### config.mk
export PLATFORM = sky130hd
export DESIGN_NAME = prf_divider
export DESIGN_NICKNAME = d
export VERILOG_FILES = /design/src/rtl/prf_pkg.sv /design/src/rtl/prf_divider.sv
export SDC_FILE = /design/constraint.sdc
export NUM_CORES = 1
export LEC_CHECK = 0
export ABC_AREA = 1
export ABC_CLOCK_PERIOD_IN_PS = 3000
export BUFFER_PORTS_ARGS = -buffer_cell sky130_fd_sc_hd__buf_2
export CORE_MARGIN = 5
export CORE_UTILIZATION = 25
export DETAILED_ROUTE_END_ITERATION = 10
export GPL_ROUTABILITY_DRIVEN = 0
export GPL_TIMING_DRIVEN = 0
export PLACE_DENSITY = 0.55
export SYNTH_ARGS = -nofsm -noshare
export SYNTH_HDL_FRONTEND = slang
export SYNTH_SLANG_ARGS = --single-unit
### constraint.sdc
create_clock -name clk -period 3 [get_ports clk]
set_input_delay 0.3 -clock clk [delete_from_list [all_inputs] [get_ports clk]]
set_output_delay 0.3 -clock clk [all_outputs]
set_load 0.03 [all_outputs]
### src/rtl/prf_pkg.sv
package prf_pkg;

	// Field widths.
	localparam int SCORE_W  = 24;
	localparam int INC_W    = 23;
	localparam int FREQ_W   = 17;
	localparam int INDEX_W  = 10;
	localparam int RANK_W   = 23;
	localparam int CFG_IX_W = 2;

	// Shared divider geometry: quotient shift register, remainder and step count.
	localparam int DIV_Q_W  = 26;
	localparam int DIV_R_W  = 24;
	localparam int STEP_W   = 5;
	localparam int PROD_W   = FREQ_W + DIV_R_W;

	localparam int TABLE_DEPTH_DEFAULT = 1024;

	localparam logic [FREQ_W-1:0] FREQ_ONE = 17'd65536;
	localparam logic [RANK_W-1:0] RANK_MAX = 23'd6553600;

	// Step counts: the interval index has up to 26 bits, the rank 23 bits.
	localparam logic [STEP_W-1:0] DIV1_STEPS = 5'd26;
	localparam logic [STEP_W-1:0] DIV2_STEPS = 5'd23;

	// Register values after reset.
	localparam logic signed [SCORE_W-1:0] MIN_SCORE_RESET = 24'sd0;
	localparam logic signed [SCORE_W-1:0] MAX_SCORE_RESET = 24'sd10240;
	localparam logic [INC_W-1:0]          INC_RESET       = 23'd256;

	// Configuration register indexes.
	localparam logic [CFG_IX_W-1:0] CFG_MIN_SCORE = 2'd0;
	localparam logic [CFG_IX_W-1:0] CFG_MAX_SCORE = 2'd1;
	localparam logic [CFG_IX_W-1:0] CFG_SCORE_INC = 2'd2;

	// Operation codes.
	localparam logic OP_LOAD  = 1'b0;
	localparam logic OP_QUERY = 1'b1;

	// Query sequencer states.
	typedef enum logic [3:0] {
		ST_IDLE,
		ST_PREP,
		ST_DIV1,
		ST_RD_HI,
		ST_RD_LO,
		ST_CAP,
		ST_MUL_A,
		ST_MUL_B,
		ST_SUM,
		ST_SCALE,
		ST_DIV2,
		ST_DONE
	} q_state_t;

	// Divider command and status.
	typedef struct packed {
		logic              start;
		logic [STEP_W-1:0] steps;
	} div_cmd_t;

	typedef struct packed {
		logic busy;
		logic last;
	} div_stat_t;

endpackage

### src/rtl/prf_divider.sv
module prf_divider (
	input  logic                           clk,
	input  logic                           arst_n,
	input  prf_pkg::div_cmd_t              cmd,
	input  logic [prf_pkg::DIV_R_W-1:0]    init_rem,
	input  logic [prf_pkg::DIV_Q_W-1:0]    init_low,
	input  logic [prf_pkg::DIV_R_W-1:0]    divisor,
	output prf_pkg::div_stat_t             stat,
	output logic [prf_pkg::DIV_Q_W-1:0]    quot,
	output logic [prf_pkg::DIV_R_W-1:0]    rem
);
	import prf_pkg::*;

	logic [DIV_R_W-1:0] rem_q;
	logic [DIV_Q_W-1:0] low_q;
	logic [STEP_W-1:0]  cnt_q;
	logic               busy_q;

	logic [DIV_R_W:0]   trial;
	logic               ge;
	logic [DIV_R_W:0]   diff;
	logic [DIV_R_W-1:0] rem_nxt;

	// One restoring step: bring down the next bit, subtract when it fits.
	always_comb begin
		trial   = {rem_q, low_q[DIV_Q_W-1]};
		ge      = trial >= {1'b0, divisor};
		diff    = trial - {1'b0, divisor};
		rem_nxt = ge ? diff[DIV_R_W-1:0] : trial[DIV_R_W-1:0];
	end

	// Step counter.
	always_ff @(posedge clk or negedge arst_n) begin
		if (!arst_n) begin
			busy_q <= 1'b0;
			cnt_q  <= '0;
		end else if (cmd.start) begin
			busy_q <= 1'b1;
			cnt_q  <= cmd.steps;
		end else if (busy_q) begin
			cnt_q <= cnt_q - STEP_W'(1);
			if (cnt_q == STEP_W'(1)) begin
				busy_q <= 1'b0;
			end
		end
	end

	// Partial remainder and dividend/quotient shift register.
	always_ff @(posedge clk) begin
		if (cmd.start) begin
			rem_q <= init_rem;
			low_q <= init_low;
		end else if (busy_q) begin
			rem_q <= rem_nxt;
			low_q <= {low_q[DIV_Q_W-2:0], ge};
		end
	end

	assign stat.busy = busy_q;
	assign stat.last = busy_q && (cnt_q == STEP_W'(1));
	assign quot      = low_q;
	assign rem       = rem_q;

	a_cnt_nonzero: assert property (@(posedge clk) disable iff (!arst_n)
		busy_q |-> cnt_q != '0)
		else $error("divider busy with zero step count");

	a_start_busy: assert property (@(posedge clk) disable iff (!arst_n)
		cmd.start |=> busy_q)
		else $error("divider did not start");

	a_last_ends: assert property (@(posedge clk) disable iff (!arst_n)
		stat.last && !cmd.start |=> !busy_q)
		else $error("divider kept running after its last step");

endmodule

Yosys cells after proc, flatten, opt, wreduce, memory -nomap -nowiden --
Cells that the tools add are included.
Word-level totals: output and inout bits 52, bits of input ports 82, bits in registers 56, logic and storage cells 20
Operators by class: reductions and logical operators 2, muxes and demuxes 10, add/sub/neg operators 2, equal/unequal tests 1, magnitude comparators 1
Operators by type and width (count):
- $mux 24 | 3
- $mux 26 | 2
- $ge 25x24->1 | 1
- $sub 24x24->24 | 1
- $mux 5 | 2
- $eq 5x1->1 const B | 1
- $sub 5x1->5 const B | 1
- $mux 1 | 3
- $reduce_bool 2->1 | 1
- $logic_and 1x1->1 | 1

Longest topological paths before layout --
Gate-level depths: netlist of run 1.
depth in word-level cells 4, depth in mapped cells 15, depth with buffers taken out 15

Least setup slack after synthesis of run 1 --
OpenSTA, ideal clock, no wires.
kind reg2reg, start point register low_q[25], in the netlist quot[25], end point register rem_q[18], in the netlist rem[18] (data pin), data arrival time 1.923 ns, stages on the path, launching flop included 15, path buffers 0, data required time 2.748 ns, period minus slack after synthesis 2.175 ns, setup time 0.252 ns, path slack 0.825 ns, path through edfxtp_1 inv_1 ha_1 inv_1 fa_1 nand3_1 nand3_1 nand2_1 nand2_1 nand2_1 nand2_1 nand2_1 nand3_1 nand2_1 nand2_1
Between the ends: word-level cells in the longest chain between the ends 4, elaborated cells between the ends (all ways) 5, classes of those cells add/sub: 1; order compare: 1; mux: 3
Ends and longest elaborated chain:
- start: declaration | RTL line prf_divider.sv:15 | logic [DIV_Q_W-1:0] low_q;
- start signal: assignment | RTL line prf_divider.sv:52 | low_q <= init_low;
- start signal: assignment | RTL line prf_divider.sv:55 | low_q <= {low_q[DIV_Q_W-2:0], ge};
- $sub 24x24->24 / $ge 25x24->1 (equally long branches) | RTL line prf_divider.sv:28, prf_divider.sv:27
- $mux 24 (*) | RTL line prf_divider.sv:29 | rem_nxt = ge ? diff[DIV_R_W-1:0] : trial[DIV_R_W-1:0];
- $mux 24 (*) | RTL line prf_divider.sv:53 | end else if (busy_q) begin
- $mux 24 (*) | RTL line prf_divider.sv:50 | if (cmd.start) begin
- end signal: assignment | RTL line prf_divider.sv:51 | rem_q <= init_rem;
- end signal: assignment | RTL line prf_divider.sv:54 | rem_q <= rem_nxt;
- end: declaration | RTL line prf_divider.sv:14 | logic [DIV_R_W-1:0] rem_q;
Every way passes the cells marked *; elsewhere a longest branch is shown, timed or not. The select of a mux whose other input is x is not followed. A chain may end at the register's enable or synchronous reset.

Worst setup path after layout of run 1 --
start point register rem_q[5], in the netlist rem[5], end point register rem_q[22], in the netlist rem[22] (data pin)
Between the ends: word-level cells in the longest chain between the ends 4, elaborated cells between the ends (all ways) 5, classes of those cells add/sub: 1; order compare: 1; mux: 3
Ends and longest elaborated chain (RTL line):
- $sub 24x24->24 / $ge 25x24->1 (equally long branches) | prf_divider.sv:28, prf_divider.sv:27
- $mux 24 (*) | prf_divider.sv:29
- $mux 24 (*) | prf_divider.sv:53
- $mux 24 (*) | prf_divider.sv:50
Marked as above.

==> results of run 1 <==
cell families after synthesis:
kind of cell / Yosys count / share of synthesized area
AO/OA/AOI/OAI: 29 / 0.0364
XOR/XNOR: 12 / 0.0223
adder cells (fa/ha/maj): 27 / 0.0733
buffers and inverters: 128 / 0.110
flip-flops: 56 / 0.351
AND/OR/NAND/NOR: 444 / 0.408
path summary, 6_finish.rpt:
check	from	to	slack, ps	cells past startpoint
setup reg to reg	rem[5]	rem[22]	640	13
hold / removal	cmd[1]	cnt_q[1]	210	3
min in group asynchronous	arst_n	cnt_q[1]	340	2
hold reg to reg	busy_q	busy_q	540	2
max in group asynchronous	arst_n	cnt_q[3]	2520	2
setup / recovery	rem[5]	rem[22]	640	13
cells in the mapped netlist, types with 2 or more instances:
cell type and number:
nor3_1 2, nor2_4 3, o221ai_1 3, a21oi_1 17, nand3b_1 23, dfrtp_1 6, inv_2 2, buf_2 2
o21ai_0 4, buf_6 4, nand3_1 47, a21oi_2 2, xor2_1 2, ha_1 26, o211ai_1 2, nand4_1 5
edfxtp_1 50, inv_1 106, nand2_2 5, nand2_1 317, clkbuf_1 11, nand3_2 2, nor2_1 33, xnor2_1 10
clkinv_1 2
sequential cells by signal, summed over array words and instances, names as in the netlist:
register and cells:
quot 26, rem 24, cnt_q 5, busy_q 1
metrics by stage:
step	cells	hold WS, ps	cell area [um2]	power, mW
2_1_floorplan	696	4.41	4710	3.82
3_3_place_gp	1063	133	5670	4.68
3_5_place_dp	1064	131	5690	4.70
4_1_cts	1073	216	5850	5.36
5_1_grt	1073	236	5850	5.83
6_report	1074	215	5850	5.29
power groups by stage:
stage / combinational (mW) / sequential (mW) / clock [mW]
after global routing: 3.78 / 1.35 / 0.691
after global placement: 3.35 / 1.33 / 0
final: 3.34 / 1.31 / 0.644
after CTS: 3.38 / 1.32 / 0.663
after detailed placement: 3.37 / 1.33 / 0
after floorplan: 2.08 / 1.74 / 0
worst max-delay path: cells and delay by family (launching register included):
kind          cells  cell delay, ps
fa+ha+maj         1             370
buf+inv           1             170
flops             1             410
simple gates     11            1170
metal layers:
layer | vias up | global-route usage | wire length, um
met2 | 132 | 0.228 | 6720
met4 | 6 | 0.0261 | 157
li1 | 2457 | - | -
met1 | 2016 | 0.182 | 6850
met5 | - | 0 | 26
met3 | 16 | 0.0475 | 1230
repair_timing:
action / in CTS / in global routing
hold buffers: 1 / 0
endpoints found under the setup margin: 0 / 0
buffers inserted: 0 / 0
hold endpoints to repair: 6 / 0
area by class of cell:
type,count,area [um2],share of cell area
repair buffers,135,696,0.119
well taps,234,293,0.0501
clock inverters,3,21.3,0.00364
clock buffers,5,125,0.0214
plain buffers,18,104,0.0178
flip-flops and latches,56,1650,0.282
multi-input cells,512,2540,0.435
inverters,110,413,0.0706
diodes,1,2.50,0.000428
==> out/results.txt, run 1 <==
Area share of the largest cell type after synthesis - 0.319
Crit path DAT - 2430 ps
Crit Path Class - reg2reg
Syn avg cell area - 6.77 um2
TritonRoute pass-1 iters - 5
Area Growth Syn to Fin - 24.1%
Largest net degree at the start of global routing - 37
Synth cell types - 35
Number of buffers created by CTS - 5
Routed WL per cell - 13.9 um
HP Class - in2reg
First-pass GRT wire length - 24,300 um
GRT Residual Overflow - 0
Worst-skew pair later-pin latency - 320 ps
Status - complete, no violations
Post-CTS sizing - 0
Crit start category - flip-flop
Slowest cell on the critical path - edfxtp_1
Crit path top cell by count - nand2_1
Via Count - 4,627
Req. time, crit path - 3070 ps
Peak supply drop - 0.262 mV
Cell taking the most area after synthesis - edfxtp_1
Synthesis-stage register bit count - 56
Residual DRC - 0
Ratio of total power to cell area - 905 mW/mm2
# rows - 50
Sequential Power Share - 0.248
CP max stage delay - 410 ps
Min setup slack post-route - 640 ps
Max Slew Vio Count - 0
Synthesized area - 0.00471 mm2
# IOs - 134
Min cycle time layout - 2360 ps
Synth Instances - 696
CTS Buffer Depth - 2
Critical path, cell by cell - ha_1, nand2_1, nor2_1, nand2_1, nor2_1, nand2_1, nand3_2, nor2_4, nand2_4, buf_6, nand3_1, nand2_1, nand2_1
Max-slew headroom - 0.587
H-tree depth - 2
Period utilisation layout - 0.787
Ranking of synthesized cells by area - edfxtp_1 32%, nand2_1 25%, inv_1 8.4%
Synth Warn # - 0
Routed Antenna Nets - 0
Register area share after synthesis - 0.351
CTS tree - done
Area of the die - 0.0217 mm2
Net count, final - 947
Overall Global Routing Usage - 0.140
Psw - 2.69 mW
Most frequent cells in the layout - 317 x nand2_1, 135 x buf_2, 105 x inv_1
Clock-pin transition on the worst setup and hold timing paths - 80 ps
Die Wd - 147 um
Fin Setup TNS - 0 ps
Initial Util - 0.253
Final Setup Violations - 0
Final wirelength - 15,000 um
Clock sink total - 56
PortBufs - 133
Antenna violations before repair - 3
Worst Skew - 15.8 ps
Vias in the first global route - 4,700
CORE AREA - 0.0186 mm2
CP Max Fanout - 10
FMAX - 424 MHz
Die height - 147 um
Actual slew at the worst max-slew pin - 620 ps
Commonest non-fill, non-tap cell in the layout - nand2_1
Logic gate share of total power - 0.630
Asr flop ratio synth - 0.107
RSZ-0062 raised after global routing - false
Post-Syn Nets - 805
Post-synth EDFFs - 50
Drt via density - 4.31
Layout cell share with drive strength beyond 1 - 0.201
Post-layout util - 0.314
Leakage - 3.23 nW
Clock power frac - 0.122
CP endpoint kind - flip-flop
Clk root buf - clkbuf_16
Fillcell total - 2,121
Internal - 2.60 mW
Top_reg_cell synth - edfxtp_1
Post-Place Worst Slack - 610 ps
Net Sw Frac - 0.508
Final hold vios - 0
MaxCap Viol Count - 0
Dpl hpwl - 12,200 um
Initial drt markers - 212
Power figures use the tool's default switching activity.
==> inputs of run 2 (changes only) <==
ABC_CLOCK_PERIOD_IN_PS = 2300   (was 3000)
clock period = 2.3 ns   (was 3 ns; I/O delays follow)
==> run 2 against run 1 <==
  * Clock skew shrank 2.5 ps
  * Register-to-register slack lost 520 ps
  * Clock power grew 29%
  * Combinational power grew 61%
  * Cell count grew 2.3%
  * Via count grew 3.5%
  * Wire length grew 5.3%
  * Global-route usage grew 0.065 points
  * Total power grew 52%
  * Critical path type unchanged
  * Critical endpoint is now rem[13]
  * Largest cell class unchanged
  * Largest power group unchanged
  * Highest routed layer unchanged
==> out/results.txt, run 2 (synthesized netlist as in run 1, its figures left out) <==
Residual DRC - 0
Final Setup Violations - 0
Fillcell total - 2,049
Area of the multi-input gates - 0.00293 mm2
Number of buffers created by CTS - 5
Drt via density - 4.36
First-pass GRT wire length - 24,500 um
Actual slew at the worst max-slew pin - 650 ps
Logic gate share of total power - 0.672
MaxCap Viol Count - 0
Antenna violations before repair - 3
Register area - 0.00165 mm2
Critical path, cell by cell - ha_4, nand2_1, nand2_1, nand2_1, nand3_2, nand2_2, nand3_2, nor2_4, buf_4, nand3b_1, nand3_1, nand2_1
Clock power frac - 0.104
Area Growth Syn to Fin - 37.9%
Initial Util - 0.253
Internal - 4.15 mW
Peak supply drop - 0.457 mV
Sequential Power Share - 0.224
Crit start category - flip-flop
HP Class - in2reg
Clock-pin transition on the worst setup and hold timing paths - 90 ps
Most frequent cells in the layout - 303 x nand2_1, 133 x buf_2, 105 x inv_1
GRT Residual Overflow - 0
Via Count - 4,791
Min cycle time layout - 2180 ps
TritonRoute pass-1 iters - 4
Period utilisation layout - 0.950
Count of non-filler cells in the finished layout - 1,099
# rows - 50
CTS Buffer Depth - 2
Post-DP Area - 0.00569 mm2
Crit path top cell by count - nand2_1
Hold depth - 3
Crit path DAT - 2240 ps
Req. time, crit path - 2360 ps
CP top delay family - simple AND/OR/NAND/NOR gates
Routed Antenna Nets - 0
CP Max Fanout - 10
H-tree depth - 2
Routed WL per cell - 14.4 um
Dpl hpwl - 12,200 um
Die height - 147 um
Overall Global Routing Usage - 0.141
CTS tree - done
Worst Skew - 13.2 ps
CORE AREA - 0.0186 mm2
Cells after DPL - 1,064
Post-route design area - 0.00649 mm2
Max reg flops - 26
WP depth - 12
Largest net degree at the start of global routing - 37
Leakage - 3.42 nW
WP buf/inv - 1
CP max stage delay - 480 ps
# IOs - 134
RSZ-0062 raised after global routing - true
Crit Path Class - reg2reg
Clk root buf - clkbuf_16
Final wirelength - 15,800 um
CP endpoint kind - flip-flop
Commonest non-fill, non-tap cell in the layout - nand2_1
Die Wd - 147 um
Slowest cell on the critical path - edfxtp_1
Initial drt markers - 222
Area of the die - 0.0217 mm2
Final hold vios - 0
Max Slew Vio Count - 0
Net Sw Frac - 0.483
Fin Setup TNS - 0 ps
FMAX - 458 MHz
Ratio of total power to cell area - 1240 mW/mm2
Clock sink total - 56
PortBufs - 133
Worst-skew pair later-pin latency - 310 ps
Post-layout util - 0.348
Max-slew headroom - 0.566
Layout cell share with drive strength beyond 1 - 0.280
Net count, final - 972
Vias in the first global route - 4,724
Psw - 3.87 mW
Status - complete, no violations
Reg2Reg Depth - 12
-- run 2: worst paths after layout --
check	startpoint	endpoint	slack, ps
min in group asynchronous	arst_n	cnt_q[1]	270
hold / removal	cmd[1]	cnt_q[1]	140
max in group asynchronous	arst_n	cnt_q[3]	1890
setup reg to reg	rem[17]	rem[13]	120
hold reg to reg	busy_q	busy_q	540
setup / recovery	rem[17]	rem[13]	120
-- run 2: power groups by stage --
stage	combinational (mW)	sequential, mW	clock, mW
2_1_floorplan	2.71	2.27	0
3_3_place_gp	4.37	1.73	0
3_5_place_dp	4.39	1.74	0
4_1_cts	4.47	1.73	0.865
5_1_grt	6.00	1.84	0.901
6_report	5.39	1.80	0.833
-- run 2: what timing repair did --
item                                    CTS  global route
cloned                                    0             2
setup buffers                             0            23
endpoints found under the setup margin   20            25
hold endpoints to repair                  6             0
gates resized for setup                   8            60
hold buffers                              1             0
pin swaps                                 0            18
-- run 2: metal layers --
layer,vias to the layer above,track usage,share of wire
li1,2510,-,-
met1,2121,0.183,0.44
met2,137,0.230,0.46
met3,17,0.0475,0.090
met4,6,0.0261,0.011
met5,-,0,0.0016
-- run 2: layout make-up --
type	count	area share
timing repair buffer	160	0.144
tap	234	0.0451
buffer	18	0.0185
clock inverter	3	0.00327
inverter	110	0.0636
clock buffer	5	0.0193
sequential	56	0.254
antenna	1	0.000385
multi-input combinational	512	0.452
-- run 2: worst reg2reg max path, cell delays in order (launching register included) --
cell	delay [ps]
edfxtp_1	480
ha_4	270
nand2_1	60
nand2_1	70
nand2_1	70
nand3_2	80
nand2_2	90
nand3_2	90
nor2_4	210
buf_4	250
nand3b_1	100
nand3_1	90
nand2_1	60
-- run 2: through the flow --
| stage | hold WS, ps | worst slack, ps | power, mW |
|---|---|---|---|
| final | 145 | 115 | 8.02 |
| after global routing | 166 | -25.3 | 8.74 |
| after CTS | 146 | -22.5 | 7.07 |
| after detailed placement | 61.3 | -80.7 | 6.13 |
| after global placement | 63.2 | -237 | 6.10 |
| after floorplan | -65.6 | 125 | 4.98 |
==> inputs of run 3 (changes only) <==
CTS_BUF_LIST = sky130_fd_sc_hd__clkbuf_4   (was not set)
==> run 3 against run 2 <==
  * Sequential cell count unchanged
  * Setup slack worse by 43 ps
  * Highest routed layer unchanged
  * Cell area up 1.0%
  * Largest power group unchanged
  * Critical path depth up 2
==> out/results.txt, run 3 (synthesized netlist as in run 1, its figures left out) <==
# rows - 50
Critical path, cell by cell - ha_4, nand2_1, nand2_1, nand2_2, nand3_2, nand2_2, nand3_2, nor2_4, buf_8, buf_6, buf_12, nand3b_1, nand3_1, nand2_1
Met3 GRT Util - 0.0457
Min setup slack post-route - 72.8 ps
Fillcell total - 2,050
Ratio of total power to cell area - 1200 mW/mm2
Dpl hpwl - 12,200 um
Post-Place Worst Slack - -80.7 ps
Worst Skew - 42.5 ps
Max-slew headroom - 0.586
Actual slew at the worst max-slew pin - 621 ps
Final Setup Violations - 0
FMAX - 449 MHz
Peak supply drop - 0.290 mV
Status - complete, no violations
Number of buffers created by CTS - 5
Layout cell share with drive strength beyond 1 - 0.295
First-pass GRT wire length - 24,800 um
Largest net degree at the start of global routing - 37
Most frequent cells in the layout - 296 x nand2_1, 133 x buf_2, 101 x inv_1
Worst-skew pair later-pin latency - 450 ps
Req. time, crit path - 2500 ps
# IOs - 134
Area of the multi-input gates - 0.00296 mm2
Overall Global Routing Usage - 0.142
Final hold vios - 0
Crit Path Class - reg2reg
TritonRoute pass-1 iters - 4
Slowest cell on the critical path - edfxtp_1
Commonest non-fill, non-tap cell in the layout - nand2_1
Clock-pin transition on the worst setup and hold timing paths - 220 ps
Post-layout util - 0.352
CORE AREA - 0.0186 mm2
H-tree depth - 2
Gr busiest metal - met2
Net count, final - 983
Period utilisation layout - 0.968
CP endpoint kind - flip-flop
Crit path top cell by count - nand2_1
Crit start category - flip-flop
Leakage - 3.44 nW
Routed WL per cell - 14.4 um
Crit path DAT - 2420 ps
WP buf/inv - 3
CP max stage delay - 490 ps
Clock sink total - 56
Routed Antenna Nets - 0
GRT Residual Overflow - 0
GR Layer Usage met1 - 0.185
GR Util met2 - 0.233
Max reg flops - 26
Area of the die - 0.0217 mm2
Initial drt markers - 250
Initial Util - 0.253
MaxCap Viol Count - 0
Die Wd - 147 um
CTS Buffer Depth - 2
Clk root buf - clkbuf_4
Via Count - 4,846
Max Slew Vio Count - 0
Total power - 7.90 mW
Area Growth Syn to Fin - 39.3%
Register area - 0.00165 mm2
Vias in the first global route - 4,795
CP Max Fanout - 5
Residual DRC - 0
Antenna violations before repair - 3
Final wirelength - 16,000 um
Die height - 147 um
CP top delay family - simple AND/OR/NAND/NOR gates
HP Class - in2reg
Min cycle time layout - 2230 ps
RSZ-0062 raised after global routing - true
PortBufs - 133
CTS tree - done
Drt via density - 4.37
==> run 3: cell count changes in the layout (fill, tap and decap cells not counted), sizes merged <==
cell / before / now
buf: 163 / 168
inv: 109 / 110
dlygate4sd3: 1 / 8
clkbuf: 19 / 18
clkinv: 3 / 2
==> run 3: cell type report <==
class,count,area share
flip-flops and latches,56,0.252
plain buffers,18,0.0200
clock buffers,5,0.00572
multi-input cells,512,0.451
inverters,110,0.0629
repair buffers,171,0.160
well taps,234,0.0446
diodes,1,0.000381
clock inverters,3,0.00324
==> run 3: path summary, 6_finish.rpt <==
check	slack, ps	endpoint	cells after the start	start
max in group asynchronous	2040	cnt_q[3]	2	arst_n
worst min-delay path	20	cnt_q[3]	3	cmd[3]
worst max-delay path	70	rem[12]	14	rem[17]
min in group asynchronous	120	cnt_q[1]	2	arst_n
worst max register to register	70	rem[12]	14	rem[17]
worst min register to register	560	busy_q	2	busy_q
==> run 3: worst reg2reg max path: cells and delay by family, from the launching register on <==
kind | cells | cell delay [ps]
simple gates | 10 | 890
flops | 1 | 490
buf+inv | 3 | 330
fa+ha+maj | 1 | 270
==> run 3: power breakdown <==
| part | internal [mW] | leakage (nW) | total (mW) | switching, mW |
|---|---|---|---|---|
| clock | 0.121 | 0.0316 | 0.523 | 0.401 |
| sequential | 1.50 | 0.611 | 1.78 | 0.285 |
| combinational | 2.36 | 2.80 | 5.59 | 3.23 |
==> run 3: what timing repair did <==
action,CTS,global route
pin swaps,0,20
endpoints found under the setup margin,21,24
hold endpoints to repair,13,0
cloned,0,2
gates resized for setup,16,70
hold buffers,8,0
setup buffers,4,23
==> run 3: routing by layer <==
layer  routed length [um]  up-vias
met4                  268        6
met5                   26        -
li1                     -     2535
met3                 1420       24
met2                 7260      144
met1                 7040     2137
==> run 3: metrics by stage <==
stage	instances	instance area (um2)	setup TNS (ps)	hold slack, ps
finish	1110	6560	0	18.8
global placement	1063	5670	-10780	63.2
floorplan	696	4710	0	-65.6
detailed placement	1064	5690	-319	61.3
global route	1109	6560	-41.6	2.65
CTS	1084	5980	0	0.241
